$ cat config.mk
export PLATFORM = sky130hd
export DESIGN_NAME = grain128_aead_core
export DESIGN_NICKNAME = d
export VERILOG_FILES = /design/src/rtl/gr128_pkg.sv /design/src/rtl/gr128_cipher.sv /design/src/rtl/gr128_auth.sv /design/src/rtl/grain128_aead_core.sv
export SDC_FILE = /design/constraint.sdc
export NUM_CORES = 1
export LEC_CHECK = 0
export ABC_AREA = 1
export BUFFER_PORTS_ARGS = -buffer_cell sky130_fd_sc_hd__buf_4
export CAP_MARGIN = 10
export CORE_ASPECT_RATIO = 1.4
export CORE_MARGIN = 1.5
export CORE_UTILIZATION = 40
export CTS_BUF_LIST = sky130_fd_sc_hd__clkbuf_4
export DETAILED_ROUTE_END_ITERATION = 7
export GPL_ROUTABILITY_DRIVEN = 0
export MAX_ROUTING_LAYER = met4
export PLACE_DENSITY = 0.53
export SYNTH_ARGS = -nofsm -noshare
export SYNTH_HDL_FRONTEND = slang
export SYNTH_SLANG_ARGS = --single-unit
$ cat constraint.sdc
create_clock -name i_clk -period 2.9 [get_ports i_clk]
set_clock_uncertainty 0.15 [all_clocks]
set_input_delay 0.29 -clock i_clk [delete_from_list [all_inputs] [get_ports i_clk]]
set_output_delay 0.29 -clock i_clk [all_outputs]
set_load 0.05 [all_outputs]
$ cat src/rtl/gr128_pkg.sv
// Grain-128AEAD core package: transaction payload types, item kinds,
// cipher clock modes and the command structs between sequencer and units.
// No dependencies.
package gr128_pkg;

    localparam logic [2:0] KIND_START    = 3'd0;
    localparam logic [2:0] KIND_AD       = 3'd1;
    localparam logic [2:0] KIND_ENCRYPT  = 3'd2;
    localparam logic [2:0] KIND_DECRYPT  = 3'd3;
    localparam logic [2:0] KIND_FINALIZE = 3'd4;
    localparam logic [2:0] KIND_CHECK    = 3'd5;

    localparam logic [1:0] CFG_KEY_LOW    = 2'd0;
    localparam logic [1:0] CFG_KEY_HIGH   = 2'd1;
    localparam logic [1:0] CFG_NONCE_LOW  = 2'd2;
    localparam logic [1:0] CFG_NONCE_HIGH = 2'd3;

    localparam logic [31:0] IV_PAD = 32'h7FFF_FFFF;

    typedef enum logic [1:0] {
        MODE_RUN    = 2'd0,
        MODE_INIT   = 2'd1,
        MODE_KEYADD = 2'd2
    } t_mode;

    typedef struct packed {
        logic [2:0] kind;
        logic [7:0] data_in;
    } t_in;

    typedef struct packed {
        logic [7:0] out_byte;
        logic       last;
        logic       tag_fail;
    } t_out;

    typedef struct packed {
        logic  load;
        logic  step;
        t_mode mode;
        logic  kbit;
    } t_ciph_cmd;

    typedef struct packed {
        logic clear;
        logic acc_shift;
        logic sr_shift;
        logic add;
        logic fold;
        logic bit_in;
    } t_auth_cmd;

endpackage

$ cat src/rtl/gr128_cipher.sv
// Grain-128AEAD cipher unit: 128-bit LFSR and NFSR, one cipher clock per cycle while step is set.
// Depends on gr128_pkg.
module gr128_cipher
    import gr128_pkg::*;
(
    input  logic          i_clk,
    input  logic          i_rst_n,
    input  t_ciph_cmd     i_cmd,
    input  logic [127:0]  i_key,
    input  logic [95:0]   i_iv,
    output logic          o_y
);

    logic [127:0] r_lfsr, n_lfsr;
    logic [127:0] r_nfsr, n_nfsr;
    logic         lfb, nfb, hval, yval, lout, lin, nin;

    always_comb begin
        lfb = r_lfsr[96] ^ r_lfsr[81] ^ r_lfsr[70] ^ r_lfsr[38] ^ r_lfsr[7] ^ r_lfsr[0];
        nfb = r_nfsr[96] ^ r_nfsr[91] ^ r_nfsr[56] ^ r_nfsr[26] ^ r_nfsr[0]
            ^ (r_nfsr[84] & r_nfsr[68]) ^ (r_nfsr[67] & r_nfsr[3])
            ^ (r_nfsr[65] & r_nfsr[61]) ^ (r_nfsr[59] & r_nfsr[27])
            ^ (r_nfsr[48] & r_nfsr[40]) ^ (r_nfsr[18] & r_nfsr[17])
            ^ (r_nfsr[13] & r_nfsr[11])
            ^ (r_nfsr[82] & r_nfsr[78] & r_nfsr[70])
            ^ (r_nfsr[25] & r_nfsr[24] & r_nfsr[22])
            ^ (r_nfsr[95] & r_nfsr[93] & r_nfsr[92] & r_nfsr[88]);
        hval = (r_nfsr[12] & r_lfsr[8]) ^ (r_lfsr[13] & r_lfsr[20])
             ^ (r_nfsr[95] & r_lfsr[42]) ^ (r_lfsr[60] & r_lfsr[79])
             ^ (r_nfsr[12] & r_nfsr[95] & r_lfsr[94]);
        yval = hval ^ r_lfsr[93] ^ r_nfsr[2] ^ r_nfsr[15] ^ r_nfsr[36] ^ r_nfsr[45]
             ^ r_nfsr[64] ^ r_nfsr[73] ^ r_nfsr[89];
        lout = r_lfsr[0];
        case (i_cmd.mode)
            MODE_INIT: begin
                lin = lfb ^ yval;
                nin = nfb ^ lout ^ yval;
            end
            MODE_KEYADD: begin
                lin = lfb ^ i_cmd.kbit;
                nin = nfb ^ lout;
            end
            default: begin
                lin = lfb;
                nin = nfb ^ lout;
            end
        endcase
        n_lfsr = r_lfsr;
        n_nfsr = r_nfsr;
        if (i_cmd.load) begin
            n_lfsr = {IV_PAD, i_iv};
            n_nfsr = i_key;
        end else if (i_cmd.step) begin
            n_lfsr = {lin, r_lfsr[127:1]};
            n_nfsr = {nin, r_nfsr[127:1]};
        end
    end

    always_ff @(posedge i_clk) begin
        if (!i_rst_n) begin
            r_lfsr <= '0;
            r_nfsr <= '0;
        end else begin
            r_lfsr <= n_lfsr;
            r_nfsr <= n_nfsr;
        end
    end

    assign o_y = yval;

endmodule

$ cat src/rtl/gr128_auth.sv
// Grain-128AEAD authentication unit: 64-bit tag accumulator and shift register.
// Depends on gr128_pkg.
module gr128_auth
    import gr128_pkg::*;
(
    input  logic        i_clk,
    input  logic        i_rst_n,
    input  t_auth_cmd   i_cmd,
    output logic [63:0] o_acc
);

    logic [63:0] r_acc, n_acc;
    logic [63:0] r_sr, n_sr;

    always_comb begin
        n_acc = r_acc;
        n_sr  = r_sr;
        if (i_cmd.clear) begin
            n_acc = '0;
            n_sr  = '0;
        end else begin
            if (i_cmd.acc_shift) begin
                n_acc = {i_cmd.bit_in, r_acc[63:1]};
            end else if (i_cmd.add || i_cmd.fold) begin
                n_acc = r_acc ^ r_sr;
            end
            if (i_cmd.sr_shift) begin
                n_sr = {i_cmd.bit_in, r_sr[63:1]};
            end
        end
    end

    always_ff @(posedge i_clk) begin
        if (!i_rst_n) begin
            r_acc <= '0;
            r_sr  <= '0;
        end else begin
            r_acc <= n_acc;
            r_sr  <= n_sr;
        end
    end

    assign o_acc = r_acc;

endmodule

$ cat src/rtl/grain128_aead_core.sv
// Grain-128AEAD core top level: configuration registers, sequencer, output register.
// Depends on gr128_pkg, gr128_cipher and gr128_auth.
//
//   channel   signals                             payload
//   input     i_valid / o_ready / i_data          t_in  {kind, data_in}
//   output    o_valid / i_ready / o_data          t_out {out_byte, last, tag_fail}
//   config    i_cfg_we / i_cfg_idx / i_cfg_data   64-bit write, no read-back
//
// Start loads key and nonce and runs the init and key-add phases; AD/encrypt/decrypt
// run the data phase; check compares one tag byte; finalize folds and emits the tag.
// Reset clears control, config, cipher and tag state, but not the payload registers.
// A finished result waits in the output register while the next transaction
// is accepted; the sequencer stalls only when it must load a busy output register.
module grain128_aead_core
    import gr128_pkg::*;
(
    input  logic        i_clk,
    input  logic        i_rst_n,
    input  logic        i_valid,
    output logic        o_ready,
    input  t_in         i_data,
    output logic        o_valid,
    input  logic        i_ready,
    output t_out        o_data,
    input  logic        i_cfg_we,
    input  logic [1:0]  i_cfg_idx,
    input  logic [63:0] i_cfg_data
);

    typedef enum logic [6:0] {
        S_IDLE   = 7'b0000001,
        S_INIT   = 7'b0000010,
        S_KEYADD = 7'b0000100,
        S_DATA   = 7'b0001000,
        S_FIN    = 7'b0010000,
        S_EMIT   = 7'b0100000,
        S_PUT    = 7'b1000000
    } t_state;

    t_state      r_state, n_state;
    logic [7:0]  r_cnt, n_cnt;
    logic [63:0] r_key_low, r_key_high, r_nonce_low;
    logic [31:0] r_nonce_high;
    logic [2:0]  r_kind, n_kind;
    logic [7:0]  r_din, n_din;
    logic [7:0]  r_res, n_res;
    logic        r_mbit, n_mbit;
    logic [2:0]  r_chk, n_chk;
    logic        r_flag, n_flag;
    logic        r_ovalid, n_ovalid;
    t_out        r_out, n_out;

    t_ciph_cmd   ciph_cmd;
    t_auth_cmd   auth_cmd;
    logic        y;
    logic [63:0] acc;
    logic        take;
    logic        slot_free;
    logic        dbit;

    gr128_cipher u_cipher (
        .i_clk   (i_clk),
        .i_rst_n (i_rst_n),
        .i_cmd   (ciph_cmd),
        .i_key   ({r_key_high, r_key_low}),
        .i_iv    ({r_nonce_high, r_nonce_low}),
        .o_y     (y)
    );

    gr128_auth u_auth (
        .i_clk   (i_clk),
        .i_rst_n (i_rst_n),
        .i_cmd   (auth_cmd),
        .o_acc   (acc)
    );

    assign o_ready   = (r_state == S_IDLE);
    assign take      = i_valid && o_ready;
    assign slot_free = !r_ovalid || i_ready;
    assign dbit      = r_din[r_cnt[3:1]];

    always_comb begin
        n_state  = r_state;
        n_cnt    = r_cnt;
        n_kind   = r_kind;
        n_din    = r_din;
        n_res    = r_res;
        n_mbit   = r_mbit;
        n_chk    = r_chk;
        n_flag   = r_flag;
        n_ovalid = r_ovalid && !i_ready;
        n_out    = r_out;
        ciph_cmd = '{load: 1'b0, step: 1'b0, mode: MODE_RUN, kbit: 1'b0};
        auth_cmd = '0;
        case (r_state)
            S_IDLE: begin
                if (take) begin
                    n_kind = i_data.kind;
                    n_din  = i_data.data_in;
                    n_res  = '0;
                    n_cnt  = '0;
                    case (i_data.kind)
                        KIND_START: begin
                            ciph_cmd.load  = 1'b1;
                            auth_cmd.clear = 1'b1;
                            n_chk   = '0;
                            n_flag  = 1'b0;
                            n_state = S_INIT;
                        end
                        KIND_AD, KIND_ENCRYPT, KIND_DECRYPT: begin
                            n_state = S_DATA;
                        end
                        KIND_FINALIZE: begin
                            n_chk   = '0;
                            n_flag  = 1'b0;
                            n_state = S_FIN;
                        end
                        KIND_CHECK: begin
                            if (acc[{r_chk, 3'b000} +: 8] != i_data.data_in) begin
                                n_flag = 1'b1;
                            end
                            n_chk   = r_chk + 3'd1;
                            n_state = S_PUT;
                        end
                        default: begin
                            n_state = S_IDLE;
                        end
                    endcase
                end
            end
            S_INIT: begin
                ciph_cmd.step = 1'b1;
                ciph_cmd.mode = MODE_INIT;
                n_cnt = r_cnt + 8'd1;
                if (r_cnt == 8'd255) begin
                    n_state = S_KEYADD;
                end
            end
            S_KEYADD: begin
                ciph_cmd.step = 1'b1;
                ciph_cmd.mode = MODE_KEYADD;
                ciph_cmd.kbit = r_cnt[6] ? r_key_high[r_cnt[5:0]] : r_key_low[r_cnt[5:0]];
                auth_cmd.bit_in    = y;
                auth_cmd.acc_shift = !r_cnt[6];
                auth_cmd.sr_shift  = r_cnt[6];
                n_cnt = r_cnt + 8'd1;
                if (r_cnt == 8'd127) begin
                    n_state = S_PUT;
                end
            end
            S_DATA: begin
                ciph_cmd.step = 1'b1;
                if (!r_cnt[0]) begin
                    n_mbit = (r_kind == KIND_DECRYPT) ? (dbit ^ y) : dbit;
                    n_res  = {(r_kind != KIND_AD) && (dbit ^ y), r_res[7:1]};
                end else begin
                    auth_cmd.add      = r_mbit;
                    auth_cmd.sr_shift = 1'b1;
                    auth_cmd.bit_in   = y;
                end
                n_cnt = r_cnt + 8'd1;
                if (r_cnt[3:0] == 4'd15) begin
                    n_state = S_PUT;
                end
            end
            S_FIN: begin
                ciph_cmd.step = 1'b1;
                auth_cmd.fold = 1'b1;
                n_cnt   = '0;
                n_state = S_EMIT;
            end
            S_EMIT: begin
                if (slot_free) begin
                    n_ovalid = 1'b1;
                    n_out    = '{out_byte: acc[{r_cnt[2:0], 3'b000} +: 8],
                                 last: (r_cnt[2:0] == 3'd7), tag_fail: r_flag};
                    n_cnt    = r_cnt + 8'd1;
                    if (r_cnt[2:0] == 3'd7) begin
                        n_state = S_IDLE;
                    end
                end
            end
            S_PUT: begin
                if (slot_free) begin
                    n_ovalid = 1'b1;
                    n_out    = '{out_byte: r_res, last: 1'b1, tag_fail: r_flag};
                    n_state  = S_IDLE;
                end
            end
            default: begin
                n_state = S_IDLE;
            end
        endcase
    end

    always_ff @(posedge i_clk) begin
        if (!i_rst_n) begin
            r_state      <= S_IDLE;
            r_cnt        <= '0;
            r_chk        <= '0;
            r_flag       <= 1'b0;
            r_ovalid     <= 1'b0;
            r_key_low    <= '0;
            r_key_high   <= '0;
            r_nonce_low  <= '0;
            r_nonce_high <= '0;
        end else begin
            r_state  <= n_state;
            r_cnt    <= n_cnt;
            r_chk    <= n_chk;
            r_flag   <= n_flag;
            r_ovalid <= n_ovalid;
            if (i_cfg_we) begin
                case (i_cfg_idx)
                    CFG_KEY_LOW:    r_key_low    <= i_cfg_data;
                    CFG_KEY_HIGH:   r_key_high   <= i_cfg_data;
                    CFG_NONCE_LOW:  r_nonce_low  <= i_cfg_data;
                    CFG_NONCE_HIGH: r_nonce_high <= i_cfg_data[31:0];
                    default:        r_key_low    <= r_key_low;
                endcase
            end
        end
    end

    always_ff @(posedge i_clk) begin
        r_kind <= n_kind;
        r_din  <= n_din;
        r_res  <= n_res;
        r_mbit <= n_mbit;
        r_out  <= n_out;
    end

    assign o_valid = r_ovalid;
    assign o_data  = r_out;

endmodule

---- After elaboration in Yosys (flattened, before gate mapping) ----
Cells that the tools add are included.
storage, ports and cells
  register bits after elaboration ......... 658
  latch bits .............................. 0
  bits in writable memories ............... 0
  memory bits (read-only) ................. 0
  bits of input ports ..................... 82
  output and inout bits ................... 12
  word-level logic and storage cells ...... 204
  memories kept ........................... 0
cells by class
  $add $sub $neg .......................... 2
  multipliers ............................. 0
  div/mod/pow operators ................... 0
  magnitude comparators ................... 2
  eq/ne operators ......................... 33
  shift operators ......................... 2
  multiplexer cells ....................... 51
  bitwise operators ....................... 59
  reductions and logical operators ........ 34
operators by type and width
  cell                                                 count
  two-way mux 128 bit                                  2
  two-way mux 127 bit                                  2
  two-way mux 64 bit                                   2
  indexed part select 64 x 7 -> 8 bit                  2
  XOR 64 bit                                           1
  two-way mux 7 bit                                    7
  case mux 7 bit (7 select lines)                      1
  XOR 1 bit                                            36
  case mux 8 bit (4 select lines)                      1
  case mux 7 bit (4 select lines)                      1
  two-way mux 8 bit                                    3
  bitwise AND 1 bit                                    20
  two-way mux 10 bit                                   2
  case mux 10 bit (2 select lines)                     1
  two-way mux 1 bit                                    18
  inequality test 2 bit, second input constant         8
  case mux 8 bit (2 select lines)                      1
  binary-select mux 1 bit (select 6 bit)               2
  AND reduction 2 bit                                  6
  AND reduction 3 bit                                  4
  nonzero test 2 bit                                   5
  equality test 3 x 2 -> 1 bit, second input constant  3
  equality test 3 bit, second input constant           3
  adder 8 x 1 -> 8 bit, second input constant          1
  other kinds (36)                                     51

---- Depth between registers and ports, before layout ----
Gate-level depths: netlist of the first run.
  depth in word-level cells ............... 19
  mapped depth ............................ 22
  depth with buffers taken out ............ 20

---- Modules after synthesis ----
A second synthesis of the first run with hierarchy kept.
unflattened totals
  cell total of the unflattened synthesis .. 4171
  area total of the unflattened synthesis .. 29505.8 µm²
modules (own cells, without submodules)
  module              instances  cells an instance  area each (µm²)  seq. area each (µm²)
  grain128_aead_core  1          1826               12764.7          5785.5
  gr128_cipher        1          1446               10681.5          5124.9
  gr128_auth          1          899                6059.6           2562.5

---- Worst setup path after synthesis of the first run ----
No wires, ideal clock.
  path type ............................... register to register
  start ................................... reg r_state[5]
  end ..................................... reg r_res[0] (enable)
  library setup time ...................... 0.375 ns
  arrival time ............................ 1.932 ns
  data required time ...................... 2.375 ns
  slack ................................... 0.443 ns
  stages on the path, launching flop included .. 8
  buffers on the path ..................... 0
  clock period less this slack ............ 2.457 ns
  cells stage by stage .................... dfxtp_1 -> nor2_2 -> nand2_2 -> inv_2 -> nand4_4 -> nor2_1 -> inv_1 -> a21oi_1
between the ends
  word-level cells in the longest chain between the ends .. 4
  elaborated cells between the ends (all ways) .. 7
  those cells by class .................... 4 x eq/ne; 3 x reduce/logical
RTL lines
  item                                             RTL line                                            source
  start, declared                                  grain128_aead_core.sv:40                            t_state r_state, n_state;
  start signal, assigned                           grain128_aead_core.sv:208                           r_state <= n_state;
  equality test 7 x 1 -> 1 bit                     grain128_aead_core.sv:77, grain128_aead_core.sv:95
  logical AND 1 bit                                grain128_aead_core.sv:78                            assign take = i_valid && o_ready;
  inequality test 2 x 1 -> 1 bit (no source line)  -
  AND reduction 3 bit (no source line) (*)         -
  end signal, assigned                             grain128_aead_core.sv:228                           r_res <= n_res;
  end, declared                                    grain128_aead_core.sv:46                            logic [7:0] r_res, n_res;
Mark *: on every way between the ends. The rest lies on a longest branch, timed or not.
A chain may end at the register's enable or synchronous reset.

---- Worst setup path in the final report of the first run ----
  start ................................... reg r_state[4]
  end ..................................... out o_ready
between the ends
  word-level cells in the longest chain between the ends .. 1
RTL lines
  item                          RTL line                  source
  equality test 7 x 1 -> 1 bit  grain128_aead_core.sv:77  assign o_ready = (r_state == S_IDLE);
  end, declared                 grain128_aead_core.sv:20  output logic o_ready,
No other way between the ends.

==> results of run 1 <==
## stage by stage
step / instances / worst slack, ns / util / area, sq um
floorplan: 3783 / 0.4428 / - / 28250
global placement: 4612 / 0.3119 / 0.4273 / 29940
detailed placement: 4612 / 0.2664 / 0.4273 / 29940
CTS: 5106 / 0.03892 / 0.4873 / 34150
global route: 5112 / 0.04785 / 0.4876 / 34170
finish: 5112 / 0.2328 / 0.4876 / 34170
## worst max-delay path: cells and delay by family (launching register included)
family / cells / cell delay [ns]
and+or+nand+nor: 3 / 0.41
buffers and inverters: 3 / 0.47
DFF: 1 / 0.32
## where the power goes
group	internal, uW	leakage, uW	switching [uW]
Sequential	9690	0.00537	311
Combinational	1380	0.00612	2890
Clock	4160	0.00127	3790
Total	15200	0.0128	6990
## worst paths after layout
| check | endpoint | slack, ns | start |
|---|---|---|---|
| hold / removal | r_flag | 0.14 | i_data[4] |
| setup reg to reg | u_auth.o_acc[24] | 0.25 | r_state[3] |
| hold reg to reg | r_nonce_low[39] | 0.29 | r_nonce_low[39] |
| setup / recovery | o_ready | 0.23 | r_state[4] |
## sequential cells by signal, indices dropped and copies added (netlist names), 32 cells and up
name / cells
u_cipher.r_lfsr: 128
u_cipher.r_nfsr: 128
r_key_high: 64
r_key_low: 64
r_nonce_low: 64
u_auth.o_acc: 64
u_auth.r_sr: 64
r_nonce_high: 32
## per-layer routing
layer	up-vias	routed length (um)	global-route usage
met5	-	0	-
met4	0	2676	0.09419
met3	162	3785	0.04768
met2	632	45070	0.4325
met1	12470	38280	0.3036
li1	13260	-	-
## what timing repair did
| item | 4_1_cts | 5_1_grt |
|---|---|---|
| buffers inserted | 0 | 1 |
| hold endpoints to repair | 645 | 0 |
| setup endpoints to repair | 1 | 1 |
| gates resized for setup | 1 | 0 |
| hold buffers | 208 | 0 |
## cell families after synthesis
group | after synthesis
simple gates | 1348
compound gates | 1122
flops | 658
buf+inv | 575
xor+xnor | 74
fa+ha+maj | 5
mux | 1
## cell usage in the layout (no fill, tap or decap), types with 32 or more instances in the layout
master         netlist  routed
buf_12               0      32
dlygate4sd3_1        0     206
xor2_1              58      58
dfxtp_1            628     626
nand3_1            120     117
a22oi_1            154     154
o21ai_0            396     396
inv_1              283     281
nand2_1            833     830
a31oi_1            138     138
buf_4               13     139
clkbuf_4             0     263
a21oi_1            382     382
nor2_1             358     357
## cell type report
cell class,count,area (sq um)
Timing Repair Buffer,379,3785
Clock inverter,23,117.6
Sequential cell,658,13480
Fill cell,7219,35910
Inverter,298,1146
Tap cell,936,1171
Clock buffer,263,1974
Antenna cell,5,12.51
Multi-Input combinational cell,2550,12480
==> flow_metrics.tcl, run 1 <==
set metrics [dict create \
    hold_viol 0 \
    rr_worst_depth 10 \
    rsz0062_at_grt "no" \
    syn_inst 3783 \
    max_freq_mhz 374.9 \
    fp.dieW_um 227.6 \
    cp-start-kind "flop" \
    slew_violations 0 \
    totalPowerFinal_uw 22210 \
    fp.dieH_um 317.4 \
    clk_pin_slew_worst_paths_ns 0.07 \
    yosys_warnings 0 \
    fp-row-count 115 \
    drive_gt1_frac 0.1165 \
    clock_latency_ns 1.02 \
    wl_per_cell_um 17.57 \
    yosys.area_share.adder 0.002215 \
    clock_path_buffers 3 \
    synth-edff-count 30 \
    synth-main-ff-cell "dfxtp_1" \
    grt_overflow 0 \
    numClockSinks 658 \
    synth_top_family_by_area "compound AO/OA/AOI/OAI gates" \
    htree_levels 4 \
    cts_root_buffer "clkbuf_4" \
    ys_types 43 \
    layout.nets 4142 \
    coreArea_sq_um 70070 \
    synth.net_count 3870 \
    synth_top_area_cell "dfxtp_1" \
    areaGrowthSynthToFinish_pct 20.97 \
    tritoncts "done" \
    worst_hold_slack_ns 0.1403 \
    synthSimpleGateAreaFrac 0.1905 \
    critPathArrivalTime_ns 2.23 \
    synth_most_common_cell "nand2_1" \
    crit_chain "nor2_2 > nand2_2 > inv_2 > nand4_4 > clkinvlp_4 > buf_4" \
    power_leakage_uw 0.01277 \
    io_buffers 93 \
    grt_pass1_vias 25860 \
    ys_ff_latch 658 \
    grt_pass1_wl_um 142900 \
    holdPathStages 6 \
    io_pins 94 \
    initial_core_util 0.4031 \
    end_kind "primary output" \
    dpl.hpwl_um 54490 \
    final.min_clock_period_ns 2.667 \
    setup_violations 0 \
    antenna_found_initial 4 \
    drc 0 \
    max_stage_delay_ns 0.32 \
    drtPass1Iterations 6 \
    slew_headroom 0.3983 \
    synthTopCellsByArea "dfxtp_1, nand2_1, o21ai_0, a21oi_1, nor2_1" \
    vias_per_cell 5.188 \
    synth.avg_cell_area_sq_um 7.467 \
    synth_top_area_share 0.4451 \
    synth-xor-area-share 0.02295 \
    max-vdd-ir-drop_mv 0.3337 \
    die-area_sq_um 72240 \
    grt_max_degree 120 \
    drt-total-wl_um 89810 \
    synth-async-reset-ratio 0 \
    hold_path.class "in2reg" \
    ant_nets 0 \
    synthMuxAreaShare 0.0003544 \
    status "finished, final reports clean" \
    crit_fanout 6 \
    tightest_slew_ns 0.9004 \
    ys_top_cells_by_count "nand2_1, dfxtp_1, o21ai_0, a21oi_1, nor2_1" \
    cp.required_ns 2.46 \
    drt_iter0_drc 1797 \
    vias 26520 \
    cpMaxStageDelayCell "dfxtp_1" \
    power-per-cell-area_nw_per_um2 650.1 \
    critPathKind "reg2out" \
    fin_crit_sh 0.9197 \
    grt_use_total 0.2573 \
    synth_seq_area_share 0.4770 \
    cap_violations 0 \
    synth_compound_area_frac 0.2245 \
    cts_buffers 168 \
    synthesis.area_sq_um 28250 \
    tns_ns 0 \
]
Power figures use the tool's default switching activity.
==> run 2: changes to the inputs <==
--- a/config.mk
+++ b/config.mk
@@ -10,12 +10,12 @@
 export CAP_MARGIN = 10
 export CORE_ASPECT_RATIO = 1.4
 export CORE_MARGIN = 1.5
-export CORE_UTILIZATION = 40
+export CORE_UTILIZATION = 30
 export CTS_BUF_LIST = sky130_fd_sc_hd__clkbuf_4
 export DETAILED_ROUTE_END_ITERATION = 7
 export GPL_ROUTABILITY_DRIVEN = 0
 export MAX_ROUTING_LAYER = met4
-export PLACE_DENSITY = 0.53
+export PLACE_DENSITY = 0.42
 export SYNTH_ARGS = -nofsm -noshare
 export SYNTH_HDL_FRONTEND = slang
 export SYNTH_SLANG_ARGS = --single-unit
==> flow_metrics.tcl, run 2 (synthesized netlist as in run 1, its figures left out) <==
set metrics [dict create \
    vias 26710 \
    vias_per_cell 4.906 \
    clock_latency_ns 1.12 \
    multiInputGateArea_sq_um 12480 \
    final.min_clock_period_ns 2.696 \
    drt_iter0_drc 1564 \
    ant_nets 0 \
    die-area_sq_um 96030 \
    layout.nets 4174 \
    grt_pass1_vias 26270 \
    fp.dieW_um 262.3 \
    slew_headroom 0.4903 \
    cp.required_ns 3.82 \
    cts_root_buffer "clkbuf_4" \
    setup_violations 0 \
    fp.dieH_um 366.1 \
    drtPass1Iterations 6 \
    max-vdd-ir-drop_mv 0.3343 \
    numClockSinks 658 \
    grt_max_degree 159 \
    cp-start-kind "input port" \
    rsz0062_at_grt "no" \
    crit_fanout 48 \
    power_leakage_uw 0.01298 \
    grt_pass1_wl_um 157500 \
    hold_path.class "in2reg" \
    cts_buffers 180 \
    power-per-cell-area_nw_per_um2 662.4 \
    clock_path_buffers 3 \
    io_buffers 93 \
    clk_pin_slew_worst_paths_ns 0.07 \
    fp-row-count 133 \
    drc 0 \
    fin_crit_sh 0.9296 \
    final_cell_mix "nand2_1, dfxtp_1, o21ai_0" \
    totalPowerFinal_uw 23100 \
    final_common_cell "nand2_1" \
    tightest_slew_ns 0.7646 \
    cap_violations 0 \
    grt_use_total 0.2142 \
    dpl.hpwl_um 61770 \
    regArea_sq_um 13480 \
    status "finished, final reports clean" \
    critPathArrivalTime_ns 3.61 \
    wl_per_cell_um 18.45 \
    tritoncts "done" \
    io_pins 94 \
    critPathKind "in2reg" \
    rr_worst_depth 19 \
    areaGrowthSynthToFinish_pct 23.48 \
    grt_overflow 0 \
    end_kind "flop" \
    hold_viol 0 \
    fillCellCount 10080 \
    drive_gt1_frac 0.1198 \
    htree_levels 4 \
    drt-total-wl_um 100500 \
    antenna_found_initial 3 \
    initial_core_util 0.3015 \
    coreArea_sq_um 93690 \
    tns_ns 0 \
    max_freq_mhz 370.9 \
    slew_violations 0 \
    holdPathStages 6 \
    top_regs "u_cipher.r_lfsr: 128 flops, u_cipher.r_nfsr: 128 flops" \
]
run 2: cell count changes in the layout (fill, tap and decap cells not counted), moves of 2 or more:
cell,previous run,this run
clkbuf_4,263,271
inv_6,0,2
inv_2,15,12
clkinv_2,1,4
clkinv_1,18,33
buf_12,32,27
clkinvlp_4,1,3
bufinv_16,1,3
dlygate4sd3_1,206,224
buf_4,139,147
clkinv_4,1,3
run 2: cell type report:
type | instances | area share
Antenna cell | 5 | 0.0003587
Clock buffer | 271 | 0.05833
Inverter | 298 | 0.03283
Sequential cell | 658 | 0.3864
Clock inverter | 48 | 0.008789
Timing Repair Buffer | 399 | 0.1117
Tap cell | 1215 | 0.04359
Multi-Input combinational cell | 2550 | 0.3579
run 2: worst max-delay path: stages:
cell           delay, ns
dlygate4sd3_1       0.53
buf_4               0.15
inv_1               0.05
nand3_2             0.07
dlygate4sd3_1       0.66
buf_4               0.50
o21ai_0             0.13
dlygate4sd3_1       0.59
nor2_1              0.08
dlygate4sd3_1       0.54
run 2: report_power, final:
group	switching, uW	leakage [uW]	internal (uW)
logic	3060	0.00622	1290
clock network	4240	0.00139	4540
registers	295	0.00537	9680
run 2: per-layer routing:
metal | track usage | part of all wire | vias to the layer above
li1 | - | - | 13340
met2 | 0.3699 | 0.51 | 497
met5 | - | 0 | -
met1 | 0.2521 | 0.44 | 12720
met4 | 0.07010 | 0.021 | 0
met3 | 0.03576 | 0.034 | 153
run 2: path summary, 6_finish.rpt:
path / startpoint / end / slack, ns
setup reg to reg: r_cnt[2] / u_cipher.r_lfsr[127] / 0.31
setup / recovery: i_cfg_idx[1] / r_key_low[32] / 0.20
hold reg to reg: u_cipher.r_nfsr[104] / u_cipher.r_nfsr[103] / 0.28
hold / removal: i_data[10] / u_cipher.r_nfsr[18] / 0.17
run 2: stage by stage:
| step | util | instance area [sq um] | hold slack [ns] | instances | worst slack, ns |
|---|---|---|---|---|---|
| CTS | 0.3721 | 34860 | 0.01834 | 5439 | 0.03491 |
| global route | 0.3723 | 34880 | 0.07745 | 5444 | 0.009177 |
| floorplan | - | 28250 | 0.2389 | 3783 | 0.4428 |
| detailed placement | 0.3232 | 30280 | 0.2845 | 4896 | 0.2896 |
| finish | 0.3723 | 34880 | 0.1669 | 5444 | 0.2042 |
| global placement | 0.3232 | 30280 | 0.2806 | 4896 | 0.2484 |
run 2: timing repair:
item | CTS | global route
setup buffers | 0 | 0
endpoints found under the setup margin | 1 | 1
resized for setup | 1 | 1
hold endpoints to repair | 662 | 0
hold buffers | 224 | 0
pin swaps | 0 | 0
